### src/rtl/vas_pkg.sv
// ----------------------------------------------------------------------------
// vas_pkg
// Shared types and constants of the velocity arrow sampler.
// ----------------------------------------------------------------------------
package vas_pkg;

  localparam int MAX_GRID_DEF  = 1024;
  localparam int VEL_WIDTH_DEF = 16;

  localparam int CFG_IDX_W  = 3;
  localparam int CFG_DATA_W = 16;
  localparam int REG_W      = 11;
  localparam int WORD_W     = 16;

  localparam int STRIDE_W   = 17;
  localparam int STRIDE_MAX = 131071;

  localparam int POS_W      = 10;
  localparam int DIR_W      = 16;
  localparam int DIR_MAG_W  = 15;
  localparam int RATIO_W    = 16;
  localparam int RATIO_ONE  = 32768;
  localparam int COMP_LIMIT = 32768;

  // search unit sizing
  localparam int SRW        = 72;
  localparam int MW         = 32;
  localparam int XW         = 22;
  localparam int KW         = 5;
  localparam int DIR_TOP    = 14;
  localparam int RATIO_TOP  = 15;
  localparam int DIR_SHIFT  = 30;
  localparam int RATIO_SHIFT = 32;

  typedef enum logic [CFG_IDX_W-1:0] {
    REG_GRID_WIDTH  = 3'd0,
    REG_GRID_HEIGHT = 3'd1,
    REG_STRIDE_X    = 3'd2,
    REG_STRIDE_Y    = 3'd3,
    REG_ZERO_TOL    = 3'd4,
    REG_REF_MAG     = 3'd5,
    REG_MAX_ARROWS  = 3'd6
  } cfg_reg_t;

  // square: find greatest x with (K*x+L)^2*m (<|<=) r, K=1,L=0 or K=2,L=-1 (odd)
  // linear: find greatest x with x*m <= r
  typedef struct packed {
    logic            square;
    logic            odd;
    logic            strict;
    logic [KW-1:0]   top;
    logic [MW-1:0]   m;
    logic [SRW-1:0]  r;
  } srch_cmd_t;

  typedef struct packed {
    logic            done;
    logic [XW-1:0]   x;
  } srch_res_t;

endpackage

### src/rtl/vas_search.sv
// ----------------------------------------------------------------------------
// vas_search
// Bit-serial monotone search: one result bit per cycle, shift-add only.
// ----------------------------------------------------------------------------
module vas_search (
  input  logic                clk,
  input  logic                rst,
  input  logic                start,
  input  vas_pkg::srch_cmd_t  cmd,
  output vas_pkg::srch_res_t  res
);
  import vas_pkg::*;

  logic                  busy;
  logic                  done;
  logic [KW-1:0]         k;
  logic [XW-1:0]         x;
  logic signed [SRW-1:0] e;
  logic signed [SRW-1:0] d;
  logic signed [SRW-1:0] m;
  logic signed [SRW-1:0] r;
  logic                  square;
  logic                  odd;
  logic                  strict;

  logic [KW:0]           kk;
  logic signed [SRW-1:0] trial;
  logic signed [SRW-1:0] d_step;
  logic                  pass;

  always_comb begin
    kk     = {1'b0, k} + (KW+1)'(odd);
    d_step = m <<< kk;
    if (square) begin
      trial = e + (d <<< (kk + 1'b1)) + (m <<< (2 * kk));
    end else begin
      trial = e + (m <<< k);
    end
    pass = strict ? (trial < r) : (trial <= r);
  end

  always_ff @(posedge clk) begin
    if (rst) begin
      busy <= 1'b0;
      done <= 1'b0;
    end else begin
      done <= 1'b0;
      if (start) begin
        busy   <= 1'b1;
        k      <= cmd.top;
        x      <= '0;
        m      <= $signed(SRW'(cmd.m));
        r      <= $signed(cmd.r);
        square <= cmd.square;
        odd    <= cmd.odd;
        strict <= cmd.strict;
        e      <= cmd.odd ? $signed(SRW'(cmd.m)) : '0;
        d      <= cmd.odd ? -$signed(SRW'(cmd.m)) : '0;
      end else if (busy) begin
        if (pass) begin
          e <= trial;
          d <= d + d_step;
          x <= x | (XW'(1) << k);
        end
        if (k == '0) begin
          busy <= 1'b0;
          done <= 1'b1;
        end else begin
          k <= k - 1'b1;
        end
      end
    end
  end

  assign res.done = done;
  assign res.x    = x;

endmodule

### config.mk
export PLATFORM = sky130hd
export DESIGN_NAME = vas_search
export DESIGN_NICKNAME = d
export VERILOG_FILES = /design/src/rtl/vas_pkg.sv /design/src/rtl/vas_search.sv
export SDC_FILE = /design/constraint.sdc
export NUM_CORES = 2
export LEC_CHECK = 0
export CAP_MARGIN = 20
export CORE_ASPECT_RATIO = 0.5
export CORE_MARGIN = 5
export CORE_UTILIZATION = 42
export DETAILED_ROUTE_END_ITERATION = 10
export DONT_BUFFER_PORTS = 1
export PLACE_DENSITY_LB_ADDON = 0.08
export SYNTH_ARGS = -nofsm -noshare
export SYNTH_HDL_FRONTEND = slang
export SYNTH_SLANG_ARGS = --single-unit
export TNS_END_PERCENT = 5
### constraint.sdc
create_clock -name clk -period 54.3 [get_ports clk]
set_clock_uncertainty 0.05 [all_clocks]
set_input_delay 10.86 -clock clk [delete_from_list [all_inputs] [get_ports clk]]
set_output_delay 10.86 -clock clk [all_outputs]
set_load 0.01 [all_outputs]
==> run metrics <==
core area=90200 um^2; RSZ-0062 raised after global routing=false; largest net degree at the start of global routing=132; Slew Viols, Final=0; Final setup viols=0; RD Place Congestion=1.04; dominant synthesized flop cell=edfxtp_1; Total GRT Usage=35.6%; vias in the first global route=35036; Max Cap Viol=0; area of the mapped netlist=38000 um^2; cts bufs inserted=35; Layout Nets=5037; Clk pin slew, worst setup/hold paths=0.06 ns; # hold bufs at CTS=0; Worst Path Required=54.55 ns; Finished Layout Cells=5784; share of layout cells above drive strength 1=7.03%; CTS tree=done; routed len/inst=31.3 um; Setup crit start kind=input port; DRT antenna net count=0; reg-to-reg startpoint=k[0]; sequential area share after synthesis=22.1%; clk sinks=280; CP max FO=19; Arrival @ worst endpoint=14.06 ns; Post CTS Setup Buffer Count=0; synth warn=0; fmax=0.0724 GHz; row cnt=78; Final Hold Violating Endpoints=0; hold crit path type=register to register; Layout area overhead=5.91%; overflow left after global routing=0; DRC=0; sum of negative setup slack=0 ns; Avg Cell Area, Syn=7.99 um^2; # placed instances=5710; vias per cell=6.69; critical path launch point=cmd[74]; worst-skew pair later-pin latency=0.62 ns; Storage cell area=8390 um^2; Crit. End Element=register; Slew headroom=13.8%; Post-synth ARST share=0%; global-route wire length before repair=254000 um; Worst-Margin Slew=1.29 ns; Starting Density=42.1%; run status=finished, final reports clean; Synth cell types=95; Layout fillers=9237; leading cell type in the layout, fill and taps excluded=nand2_1; DR iter-0 viols=5666; hold_sp=x[4]; number of synthesized flops with an enable pin=278; first-pass detailed-route iteration total=7; initial antenna violation count=10; register bit count reported by yosys=280; Ports=138; die height=223 um; r2r setup slk=41.02 ns; I/O Buffers=0; CP Class=input port to register; post-DP HPWL=146000 um; final WL=181000 um; period utilization=25.4%; syn nets=5230; Tmin final=13.81 ns; area of the multi-input gates=27600 um^2; CTS max path bufs=3; CTS root buffer=clkbuf_16; post-cts sizing count=0; Total Die Area=96900 um^2; Vias=38678; Syn Inst Count=4754; commonest cells after routing, fill and taps aside=538 x nand2_1, 465 x nor2_1, 432 x a21oi_1, 400 x o21ai_0, 284 x ha_1; CTS H-tree lvls=2; Chip Width=435 um
## routing by layer
layer  part of all wire [%]  wire length, um  GRT usage (%)  vias up
met3                     15            26500           15.1      286
met1                     45            81400           53.0    18998
li1                       -                -              -    17089
met4                    2.7             4840           8.28       10
met5                   0.14              262              0        -
met2                     38            67900           46.6     2295
## logic make-up (layout without fill, tap and decap cells)
kind of cell,Yosys count,in the layout,synth area share [%]
AND/OR/NAND/NOR,1496,1496,17.8
multiplexers,286,286,10.6
XOR/XNOR,213,213,4.91
flip-flops,280,280,22.1
AO/OA/AOI/OAI,1561,1561,25.6
buffers and inverters,557,386,5.62
adder cells (fa/ha/maj),361,361,13.4
other,0,1,0
## synthesized netlist by cell type (12+ instances only)
cell	instances	area [um^2]
or2_2	15	93.8
nand4_1	85	532
or3_1	31	194
nor2_1	467	1750
nor4_1	12	75.1
o31ai_1	25	188
mux2_2	34	383
a31oi_1	60	375
o211ai_1	73	548
nor2b_1	26	163
o22ai_1	80	500
buf_2	31	155
clkbuf_1	220	826
and2_1	63	394
fa_1	74	1480
o21a_1	38	285
a21boi_0	13	97.6
nand3_1	77	385
and3_1	32	200
inv_1	248	931
a21o_1	165	1240
xnor2_1	137	1200
xor2_1	76	666
o21bai_1	52	390
ha_1	287	3590
a22o_1	31	272
nand2_1	538	2020
mux4_2	88	1980
nand2b_1	39	244
mux2i_1	164	1640
o21ai_0	404	2020
edfxtp_1	278	8350
buf_1	54	203
a211oi_1	48	360
a21oi_1	432	2160
nor3_1	75	375
## per-stage QoR
stage                     setup slack, ns  hold WS [ns]  area (um^2)  utilization, %
after global placement              39.93         0.589        38900            43.2
after floorplan                     34.08         0.431        38000               -
after CTS                           40.53         0.606        40100            44.5
final                               40.49         0.602        40200            44.6
after detailed placement            39.91         0.592        38900            43.2
after global routing                40.25         0.618        40200            44.6
## state kept, by name, summed over array words and instances, names as in the netlist
name    cells
k           5
done        1
e          72
r          72
x          22
strict      1
busy        1
square      1
m          32
odd         1
d          72
## worst max-delay path: stages
cell and delay, ns:
or3_1 0.43, nor4b_2 0.47, nand2_1 0.16, or3_1 0.39
nor2_1 0.11, nand2_1 0.15, or3_1 0.47, o21ai_2 0.75
o21ai_0 0.26
## worst paths after layout
kind | endpoint | depth (start not counted)
setup / recovery | d[39] | 9
hold / removal | x[4] | 2
setup reg to reg | d[53] | 36
hold reg to reg | x[4] | 2
## cell type report
cell class | instances | share of cell area [%]
diodes | 1 | 0.00622
inverters | 250 | 2.33
multi-input cells | 3917 | 68.7
repair buffers | 77 | 1.49
well taps | 1200 | 3.73
clock buffers | 38 | 2.21
clock inverters | 21 | 0.663
flip-flops and latches | 280 | 20.9
Power is left out: the tool's default activity adds up to more than one toggle a clock period on the data nets, which glitch-free logic cannot reach.
